$ cat config.mk
export PLATFORM = sky130hd
export DESIGN_NAME = soil_moisture_pump_trigger_unit
export DESIGN_NICKNAME = d
export VERILOG_FILES = /design/src/hdl/smpt_pkg.sv /design/src/hdl/soil_moisture_pump_trigger_unit.sv /design/src/hdl/smpt_div.sv
export SDC_FILE = /design/constraint.sdc
export NUM_CORES = 1
export LEC_CHECK = 0
export BUFFER_PORTS_ARGS = -buffer_cell sky130_fd_sc_hd__buf_2
export CAP_MARGIN = 20
export CORE_MARGIN = 1
export CORE_UTILIZATION = 50
export DETAILED_ROUTE_END_ITERATION = 10
export PLACE_DENSITY = 0.7
export SETUP_SLACK_MARGIN = 0.02
export SLEW_MARGIN = 10
export SYNTH_ARGS = -nofsm -noshare
export SYNTH_HDL_FRONTEND = slang
export SYNTH_SLANG_ARGS = --single-unit
$ cat constraint.sdc
create_clock -name clk -period 5.55 [get_ports clk]
set_input_delay 1.11 -clock clk [delete_from_list [all_inputs] [get_ports clk]]
set_output_delay 1.11 -clock clk [all_outputs]
set_load 0.01 [all_outputs]
$ cat src/hdl/smpt_pkg.sv
// ----------------------------------------------------------------------------
// smpt_pkg
// Shared types and constants of the soil moisture pump trigger unit.
// ----------------------------------------------------------------------------
package smpt_pkg;

  localparam int ADC_W    = 12;
  localparam int CFG_W    = 12;
  localparam int CIDX_W   = 3;
  localparam int RPM_W    = 5;
  localparam int PCT_W    = 7;
  localparam int STREAK_W = 4;
  localparam int PROD_W   = 19;
  localparam int PCT_MAX  = 100;

  localparam logic [CIDX_W-1:0] REG_DRY_LEVEL  = 3'd0;
  localparam logic [CIDX_W-1:0] REG_WET_LEVEL  = 3'd1;
  localparam logic [CIDX_W-1:0] REG_READINGS   = 3'd2;
  localparam logic [CIDX_W-1:0] REG_THRESHOLD  = 3'd3;
  localparam logic [CIDX_W-1:0] REG_DRY_RUNS   = 3'd4;

  localparam logic [ADC_W-1:0]    DRY_LEVEL_RST = 12'd2754;
  localparam logic [ADC_W-1:0]    WET_LEVEL_RST = 12'd1070;
  localparam logic [RPM_W-1:0]    READINGS_RST  = 5'd10;
  localparam logic [PCT_W-1:0]    THRESHOLD_RST = 7'd20;
  localparam logic [STREAK_W-1:0] DRY_RUNS_RST  = 4'd2;

  typedef enum logic [2:0] {
    ST_IDLE,
    ST_DIV_AVG,
    ST_SCALE,
    ST_DIV_PCT,
    ST_RESULT
  } smpt_state_t;

endpackage

$ cat src/hdl/soil_moisture_pump_trigger_unit.sv
// ----------------------------------------------------------------------------
// soil_moisture_pump_trigger_unit
// Averages moisture samples per measurement, maps to percent, fires pump.
// ----------------------------------------------------------------------------
// Usage:
//   in_*  : one converter sample per request (valid/ready).
//   out_* : one result per closed measurement (valid/ready), held in an
//           output register until taken.
//   cfg_* : register writes, applied at the edge where cfg_we is high.
// A sample that does not close a measurement is added to the running sum
// and the unit stays ready. The closing sample runs two divisions on one
// shared bit-serial divider (average, then percent scaling) of width
// DivW (19 at default parameters); in_ready is low until the result is
// loaded into the output register, so no new sample is taken meanwhile.
// A stalled receiver holds the result; non-closing samples are still taken,
// and a new result waits until the previous one is taken.
// Reset (synchronous, active low) loads the default calibration and clears
// the running sum, sample count, dry streak and the output valid flag.
// ----------------------------------------------------------------------------
module soil_moisture_pump_trigger_unit #(
  parameter int SAMPLE_BITS  = 12,
  parameter int MAX_READINGS = 16
) (
  input  logic                           clk,
  input  logic                           rst_n,
  input  logic                           in_valid,
  output logic                           in_ready,
  input  logic [smpt_pkg::ADC_W-1:0]     in_adc_sample,
  output logic                           out_valid,
  input  logic                           out_ready,
  output logic [smpt_pkg::ADC_W-1:0]     out_avg_level,
  output logic [smpt_pkg::PCT_W-1:0]     out_wet_percent,
  output logic                           out_is_dry,
  output logic                           out_pump_fire,
  output logic [smpt_pkg::STREAK_W-1:0]  out_dry_run_count,
  input  logic                           cfg_we,
  input  logic [smpt_pkg::CIDX_W-1:0]    cfg_index,
  input  logic [smpt_pkg::CFG_W-1:0]     cfg_wdata
);

  import smpt_pkg::*;

  localparam int SumW = ADC_W + $clog2(MAX_READINGS + 1);
  localparam int DivW = (SumW > PROD_W) ? SumW : PROD_W;
  localparam logic [ADC_W-1:0] SampleMask = ADC_W'((33'd1 << SAMPLE_BITS) - 33'd1);

  // configuration
  logic [ADC_W-1:0]    dry_r, wet_r;
  logic [RPM_W-1:0]    rpm_r;
  logic [PCT_W-1:0]    thr_r;
  logic [STREAK_W-1:0] runs_r;

  // state
  smpt_state_t         state_r, state_nxt;
  logic [SumW-1:0]     sum_r, sum_nxt;
  logic [RPM_W-1:0]    taken_r, taken_nxt;
  logic [STREAK_W-1:0] streak_r, streak_nxt;
  logic [ADC_W-1:0]    avg_r;
  logic                neg_r, zspan_r;
  logic [PCT_W-1:0]    pct_r;

  logic                out_valid_r, out_valid_nxt;
  logic [ADC_W-1:0]    o_avg_r;
  logic [PCT_W-1:0]    o_pct_r;
  logic                o_dry_r, o_fire_r;
  logic [STREAK_W-1:0] o_cnt_r;

  // datapath
  logic                accept, closing;
  logic [RPM_W-1:0]    n_eff;
  logic [STREAK_W-1:0] need;
  logic [SumW-1:0]     sum_tot;
  logic [RPM_W-1:0]    taken_inc;
  logic signed [ADC_W:0] diff, span;
  logic [ADC_W-1:0]    diff_mag, span_mag;
  logic [PROD_W-1:0]   prod;
  logic [DivW-1:0]     div_dividend;
  logic [ADC_W-1:0]    div_divisor;
  logic                div_start, div_done;
  logic [DivW-1:0]     div_q;
  logic                avg_load, pct_load, res_load;
  logic [PCT_W-1:0]    pct_calc;
  logic                is_dry;
  logic [STREAK_W-1:0] streak_inc;
  logic                fire;

  always_comb begin
    if (rpm_r == '0) begin
      n_eff = RPM_W'(1);
    end else if (int'(rpm_r) > MAX_READINGS) begin
      n_eff = RPM_W'(MAX_READINGS);
    end else begin
      n_eff = rpm_r;
    end
    need = (runs_r == '0) ? STREAK_W'(1) : runs_r;
  end

  assign accept    = in_valid && in_ready;
  assign sum_tot   = sum_r + SumW'(in_adc_sample & SampleMask);
  assign taken_inc = taken_r + RPM_W'(1);
  assign closing   = taken_inc >= n_eff;

  assign diff     = $signed({1'b0, avg_r}) - $signed({1'b0, dry_r});
  assign span     = $signed({1'b0, wet_r}) - $signed({1'b0, dry_r});
  assign diff_mag = diff[ADC_W] ? ADC_W'(-diff) : diff[ADC_W-1:0];
  assign span_mag = span[ADC_W] ? ADC_W'(-span) : span[ADC_W-1:0];
  assign prod     = PROD_W'(diff_mag) * PROD_W'(PCT_MAX);

  assign div_dividend = (state_r == ST_IDLE) ? DivW'(sum_tot) : DivW'(prod);
  assign div_divisor  = (state_r == ST_IDLE) ? ADC_W'(n_eff) : span_mag;

  smpt_div #(
    .DIV_W (DivW),
    .DVS_W (ADC_W)
  ) u_div (
    .clk      (clk),
    .rst_n    (rst_n),
    .start    (div_start),
    .dividend (div_dividend),
    .divisor  (div_divisor),
    .done     (div_done),
    .quotient (div_q)
  );

  always_comb begin
    if (zspan_r || neg_r) begin
      pct_calc = '0;
    end else if (div_q > DivW'(PCT_MAX)) begin
      pct_calc = PCT_W'(PCT_MAX);
    end else begin
      pct_calc = div_q[PCT_W-1:0];
    end
  end

  assign is_dry     = pct_r < thr_r;
  assign streak_inc = streak_r + STREAK_W'(1);
  assign fire       = is_dry && (streak_inc >= need);

  // next state
  always_comb begin
    state_nxt = state_r;
    case (state_r)
      ST_IDLE: begin
        if (accept && closing) begin
          state_nxt = ST_DIV_AVG;
        end
      end
      ST_DIV_AVG: begin
        if (div_done) begin
          state_nxt = ST_SCALE;
        end
      end
      ST_SCALE: state_nxt = ST_DIV_PCT;
      ST_DIV_PCT: begin
        if (div_done) begin
          state_nxt = ST_RESULT;
        end
      end
      ST_RESULT: begin
        if (!out_valid_r || out_ready) begin
          state_nxt = ST_IDLE;
        end
      end
      default: state_nxt = ST_IDLE;
    endcase
  end

  // control outputs
  always_comb begin
    in_ready  = 1'b0;
    div_start = 1'b0;
    avg_load  = 1'b0;
    pct_load  = 1'b0;
    res_load  = 1'b0;
    case (state_r)
      ST_IDLE: begin
        in_ready  = 1'b1;
        div_start = in_valid && closing;
      end
      ST_DIV_AVG: avg_load = div_done;
      ST_SCALE:   div_start = 1'b1;
      ST_DIV_PCT: pct_load = div_done;
      ST_RESULT:  res_load = !out_valid_r || out_ready;
      default: ;
    endcase
  end

  always_comb begin
    sum_nxt   = sum_r;
    taken_nxt = taken_r;
    if (accept) begin
      sum_nxt   = closing ? '0 : sum_tot;
      taken_nxt = closing ? '0 : taken_inc;
    end
    streak_nxt = streak_r;
    if (res_load) begin
      streak_nxt = (is_dry && !fire) ? streak_inc : '0;
    end
    out_valid_nxt = out_valid_r;
    if (out_valid_r && out_ready) begin
      out_valid_nxt = 1'b0;
    end
    if (res_load) begin
      out_valid_nxt = 1'b1;
    end
  end

  always_ff @(posedge clk) begin
    if (!rst_n) begin
      state_r     <= ST_IDLE;
      sum_r       <= '0;
      taken_r     <= '0;
      streak_r    <= '0;
      out_valid_r <= 1'b0;
      dry_r       <= DRY_LEVEL_RST;
      wet_r       <= WET_LEVEL_RST;
      rpm_r       <= READINGS_RST;
      thr_r       <= THRESHOLD_RST;
      runs_r      <= DRY_RUNS_RST;
    end else begin
      state_r     <= state_nxt;
      sum_r       <= sum_nxt;
      taken_r     <= taken_nxt;
      streak_r    <= streak_nxt;
      out_valid_r <= out_valid_nxt;
      if (cfg_we) begin
        case (cfg_index)
          REG_DRY_LEVEL: dry_r  <= cfg_wdata[ADC_W-1:0];
          REG_WET_LEVEL: wet_r  <= cfg_wdata[ADC_W-1:0];
          REG_READINGS:  rpm_r  <= cfg_wdata[RPM_W-1:0];
          REG_THRESHOLD: thr_r  <= cfg_wdata[PCT_W-1:0];
          REG_DRY_RUNS:  runs_r <= cfg_wdata[STREAK_W-1:0];
          default: ;
        endcase
      end
    end
  end

  always_ff @(posedge clk) begin
    if (avg_load) begin
      avg_r <= div_q[ADC_W-1:0];
    end
    if (div_start && (state_r == ST_SCALE)) begin
      neg_r   <= diff[ADC_W] ^ span[ADC_W];
      zspan_r <= (span == '0);
    end
    if (pct_load) begin
      pct_r <= pct_calc;
    end
    if (res_load) begin
      o_avg_r  <= avg_r;
      o_pct_r  <= pct_r;
      o_dry_r  <= is_dry;
      o_fire_r <= fire;
      o_cnt_r  <= (is_dry && !fire) ? streak_inc : '0;
    end
  end

  assign out_valid         = out_valid_r;
  assign out_avg_level     = o_avg_r;
  assign out_wet_percent   = o_pct_r;
  assign out_is_dry        = o_dry_r;
  assign out_pump_fire     = o_fire_r;
  assign out_dry_run_count = o_cnt_r;

endmodule

$ cat src/hdl/smpt_div.sv
// ----------------------------------------------------------------------------
// smpt_div
// Iterative restoring divider, one quotient bit per cycle.
// ----------------------------------------------------------------------------
module smpt_div #(
  parameter int DIV_W = 19,
  parameter int DVS_W = 12
) (
  input  logic             clk,
  input  logic             rst_n,
  input  logic             start,
  input  logic [DIV_W-1:0] dividend,
  input  logic [DVS_W-1:0] divisor,
  output logic             done,
  output logic [DIV_W-1:0] quotient
);

  localparam int CNT_W = $clog2(DIV_W + 1);

  logic [DIV_W-1:0] q_r, q_nxt;
  logic [DVS_W-1:0] rem_r, rem_nxt;
  logic [DVS_W-1:0] dvs_r;
  logic [CNT_W-1:0] cnt_r, cnt_nxt;
  logic             done_r, done_nxt;
  logic [DVS_W:0]   rem_sh;
  logic [DVS_W:0]   rem_diff;
  logic             ge;

  assign rem_sh   = {rem_r, q_r[DIV_W-1]};
  assign rem_diff = rem_sh - {1'b0, dvs_r};
  assign ge       = rem_sh >= {1'b0, dvs_r};

  always_comb begin
    q_nxt    = q_r;
    rem_nxt  = rem_r;
    cnt_nxt  = cnt_r;
    done_nxt = 1'b0;
    if (start) begin
      q_nxt   = dividend;
      rem_nxt = '0;
      cnt_nxt = CNT_W'(DIV_W);
    end else if (cnt_r != '0) begin
      q_nxt    = {q_r[DIV_W-2:0], ge};
      rem_nxt  = ge ? rem_diff[DVS_W-1:0] : rem_sh[DVS_W-1:0];
      cnt_nxt  = cnt_r - CNT_W'(1);
      done_nxt = (cnt_r == CNT_W'(1));
    end
  end

  always_ff @(posedge clk) begin
    if (!rst_n) begin
      cnt_r  <= '0;
      done_r <= 1'b0;
    end else begin
      cnt_r  <= cnt_nxt;
      done_r <= done_nxt;
    end
    q_r   <= q_nxt;
    rem_r <= rem_nxt;
    if (start) begin
      dvs_r <= divisor;
    end
  end

  assign done     = done_r;
  assign quotient = q_r;

endmodule
==> results.txt <==
After detailed routing, the average wire length per cell comes to 16.4 microns. The run gives 8612 as the number of vias in the routed layout. Of the available clock period, the critical path in the final layout requires 97.7%. For the CTS H-tree depth, the log shows 4.

Per report_power, the sequential group accounts for 35.8% of the total. At the end of routability-driven placement, the weighted congestion stood at 0.864. The tools report the number of top-level pins as 59.

The area inside the core boundary came out at 0.0205 sq mm. The antenna violation net count after detailed routing came out at 0. The tools report the overall routed net length as 24.9 mm. Setup repair after global routing could not meet its margin everywhere.

For the number of antenna violations at the first check in global routing, the log shows 0. The cell count of the worst reg-to-reg path was 24. The leading cell type in the layout, fill and taps excluded was sky130_fd_sc_hd__nand2_1. The aggregate global-route resource usage was 23.3%; the layout cell share with drive strength beyond 1 was 15.2%. sky130_fd_sc_hd__edfxtp_1 takes more of the synthesized area than any other cell. Along the worst path, the maximum fanout reaches 5. The number of clock buffers inserted by TritonCTS was 17. Across the VDD grid, the largest voltage drop is 214 uV.

Final design area excluding fillers: 0.0123 sq mm. The floorplan step set the die width to 148 microns. The top cell types in the final layout, fill and taps aside, are sky130_fd_sc_hd__nand2_1 (124), sky130_fd_sc_hd__ha_1 (98), sky130_fd_sc_hd__dfxtp_1 (88).

In this run the most critical hold path is launched from pct_r[0]. Counting flops with an async set or reset pin after synthesis yields a share of 0%. Sorting the synthesized cells by area gives the leading types as sky130_fd_sc_hd__edfxtp_1 (22%), sky130_fd_sc_hd__dfxtp_1 (17%), sky130_fd_sc_hd__ha_1 (13%). The cell area after placement was 0.0112 sq mm. The top cell type by area accounts for 21.8% of the synthesized area.

The worst register-to-register path begins at avg_r[0]. The worst hold margin was 453 ps; the detailed router's first-iteration violation count was 603. Setup violations remaining at the end of the flow were counted as 0. Dividing total power by cell area gives a power density of 371 mW/mm^2. Worst min-delay path category: reg -> reg. Measured on the finished design, the core utilization comes to 60.0%. The cell depth of the worst min-delay path came out at 0. After detailed routing, the number of remaining DRC violations is 0.

The register area share after synthesis was 38.5%; the proportion of total power due to net switching was 36.1%. The site row count was 52; the total number of yosys warnings was 0. The number of antenna cells inserted came out at 0. Setup slack on the worst reg-to-reg path comes out at 130 ps. Once detailed placement completed, the half-perimeter wirelength came to 18.7 mm. The clock passes through at most 2 buffers. Data on the critical path is required at its endpoint by 5730 ps. The number of buffers inserted by hold repair at cts was 0.

The die covers 0.0218 sq mm. TritonCTS built the clock tree. For the hold violation count in the final report, the log shows 0. In this run the clock root is driven by a sky130_fd_sc_hd__clkbuf_16. The tools report the endpoint type of the worst setup path as a flop. The synthesis-to-finish area growth is 16.2%. The standby leakage power was 5.14 nW; the pin slew with the least headroom to its limit was 1000 ps. Entering global routing, the biggest net connects 63 pins.

The later pin in the worst-skew pair is clocked with a latency of 430 ps. The cell area that synthesis handed to floorplanning was 0.0106 sq mm. The first global-routing pass estimated 40.3 mm of wire. The analysis attributes to net switching a power of 0.00165 W.

The total global routing overflow came out at 0. Synthesis produced a netlist with a net count of 1306. The clock period minus worst slack came out at 5420 ps. Cell internal power was estimated by the tool at 0.00292 W.

The synthesized design contains 165 register bits. In this run the critical register-to-register path is captured at u_div.quotient[15]. The number of clock sinks was 165; the net count of the finished layout was 1382.

The tools report the fill cell total of the finished layout as 1716. The synthesized area divided by synthesized cell count works out to 9.17 sq um. Global routing consumed, on the met2 layer, 37.7% of the routing resources. The ratio of routed vias to standard cells was 5.69.

The worst setup path is of the reg -> reg kind. For hold timing, the worst endpoint is out_wet_percent[0]. For met3 alone, demand over resource in global routing was 3.98%. The run gives 8102 as the number of global-route vias before repair.

On the final layout, the worst clock skew is 8.74 ps. The count of max-cap constraint violations is 0, and the number of optimization iterations in the first detailed-route pass is 5. The clock network burns 26.2% of the power. The floorplan step set the die height to 148 microns. Yosys mapped a number of flops with a built-in enable equal to 77. The number of buffer cells added on primary ports was 58; the number of max-slew violations in the final report was 0. The most used flip-flop cell after synthesis is sky130_fd_sc_hd__dfxtp_1. Of the total power, combinational logic draws 38.0%. For this configuration, the core starts out at a cell density of 51.6%. For the worst setup path, the data arrival time is 5600 ps.

STA classifies the critical path startpoint as a flop. The run finished with clean final reports. For this run, global-route usage on met1 was measured as 32.3%. The worst slew slack as a fraction of its limit is 33.1%. The clock edge transition at the registers on the reported setup and hold paths was 70 ps. The most used routing layer in global routing was met2. Based on the critical path, the design can be clocked at up to 0.184 GHz.

Number of distinct standard cells referenced by the synthesized netlist: 66. For the synthesized netlist cell count, the log shows 1154.
cells in the mapped netlist, types with 10 or more instances:
library cell,count
sky130_fd_sc_hd__nand2_1,125
sky130_fd_sc_hd__ha_1,110
sky130_fd_sc_hd__dfxtp_1,88
sky130_fd_sc_hd__inv_1,84
sky130_fd_sc_hd__nor2_1,80
sky130_fd_sc_hd__edfxtp_1,77
sky130_fd_sc_hd__a21oi_1,65
sky130_fd_sc_hd__o21ai_0,58
sky130_fd_sc_hd__xnor2_1,48
sky130_fd_sc_hd__nand3_1,37
sky130_fd_sc_hd__clkbuf_1,33
sky130_fd_sc_hd__xor2_1,32
sky130_fd_sc_hd__a21boi_0,31
sky130_fd_sc_hd__nor2b_1,28
sky130_fd_sc_hd__a21o_1,24
sky130_fd_sc_hd__nor3_1,23
sky130_fd_sc_hd__mux2i_1,16
sky130_fd_sc_hd__o211ai_1,15
sky130_fd_sc_hd__o21a_1,15
sky130_fd_sc_hd__and2_1,13
sky130_fd_sc_hd__a31oi_1,12
sky130_fd_sc_hd__nand2b_1,12
sky130_fd_sc_hd__fa_1,10
final cells by class:
class | count | area, sq um | share of cell area (%)
Clock buffer | 17 | 425 | 3.46
Tap cell | 270 | 338 | 2.75
Clock inverter | 15 | 180 | 1.47
Timing Repair Buffer | 92 | 549 | 4.47
Multi-Input combinational cell | 868 | 6410 | 52.1
Inverter | 86 | 323 | 2.62
Sequential cell | 165 | 4070 | 33.1
worst max-delay path, cell delays in order, from the launching register on:
cell,delay (ps)
sky130_fd_sc_hd__edfxtp_1,420
sky130_fd_sc_hd__inv_2,90
sky130_fd_sc_hd__ha_4,120
sky130_fd_sc_hd__inv_1,50
sky130_fd_sc_hd__fa_2,390
sky130_fd_sc_hd__a211oi_4,230
sky130_fd_sc_hd__buf_4,150
sky130_fd_sc_hd__o21ai_2,60
sky130_fd_sc_hd__a31oi_2,190
sky130_fd_sc_hd__o21ai_2,120
sky130_fd_sc_hd__a21oi_4,250
sky130_fd_sc_hd__nand2_2,110
sky130_fd_sc_hd__xnor2_2,170
sky130_fd_sc_hd__ha_1,360
sky130_fd_sc_hd__ha_4,260
sky130_fd_sc_hd__ha_4,270
sky130_fd_sc_hd__xor2_1,200
sky130_fd_sc_hd__ha_1,310
sky130_fd_sc_hd__a211oi_2,220
sky130_fd_sc_hd__nor2_1,90
sky130_fd_sc_hd__or4_4,550
sky130_fd_sc_hd__a41oi_4,240
sky130_fd_sc_hd__xnor2_2,90
sky130_fd_sc_hd__a22oi_1,150
sky130_fd_sc_hd__o21ai_1,90
power groups by stage:
stage	registers, W	clock network [W]	logic, W
floorplan	0.00160	0	0.00119
global placement	0.00165	0	0.00148
detailed placement	0.00165	0	0.00152
CTS	0.00163	0.00121	0.00156
global route	0.00165	0.00127	0.00193
finish	0.00163	0.00120	0.00174
cell families after synthesis:
| family | synth area share [%] |
|---|---|
| simple gates | 16.5 |
| mux | 1.97 |
| xor+xnor | 6.62 |
| buf+inv | 4.29 |
| compound gates | 17.2 |
| flops | 38.5 |
| fa+ha+maj | 14.9 |
layer usage:
| metal | wire [microns] | share of wire [%] |
|---|---|---|
| met5 | 0 | 0 |
| met2 | 11400 | 46 |
| met3 | 1250 | 5.0 |
| met1 | 11700 | 47 |
| met4 | 546 | 2.2 |
per-stage QoR:
step	setup TNS, ps	worst slack, ps	cells	total power (W)
finish	0	129	1513	0.00457
global route	-52.8	-22.6	1513	0.00485
CTS	0	23.8	1505	0.00441
detailed placement	-207	-68.1	1468	0.00317
global placement	0	77.9	1468	0.00313
floorplan	0	194	1154	0.00279
timing repair:
| item | 4_1_cts | 5_1_grt |
|---|---|---|
| buffers inserted | 5 | 8 |
| setup endpoints to repair | 4 | 8 |
| endpoints found under the hold margin | 0 | 0 |
| cloned | 0 | 0 |
| pin swaps | 6 | 32 |
| resized for setup | 12 | 53 |
worst max-delay path by stage:
stage / start / end / slack, ps
2_1_floorplan: avg_r[0] / u_div.quotient[16] / 190
3_3_place_gp: avg_r[0] / u_div.quotient[16] / 80
3_5_place_dp: avg_r[0] / u_div.quotient[17] / -70
4_1_cts: avg_r[0] / u_div.quotient[16] / 20
5_1_grt: avg_r[0] / u_div.quotient[16] / -20
6_report: avg_r[0] / u_div.quotient[15] / 130
flip-flops by register name (all words and copies together), names as in the netlist, 12 cells and up:
register,count
sum_r,17
u_div.quotient,19
u_div.dvs_r,12
out_avg_level,12
wet_r,12
dry_r,12
avg_r,12
u_div.rem_r,12
(Power assumes the default switching activity.)
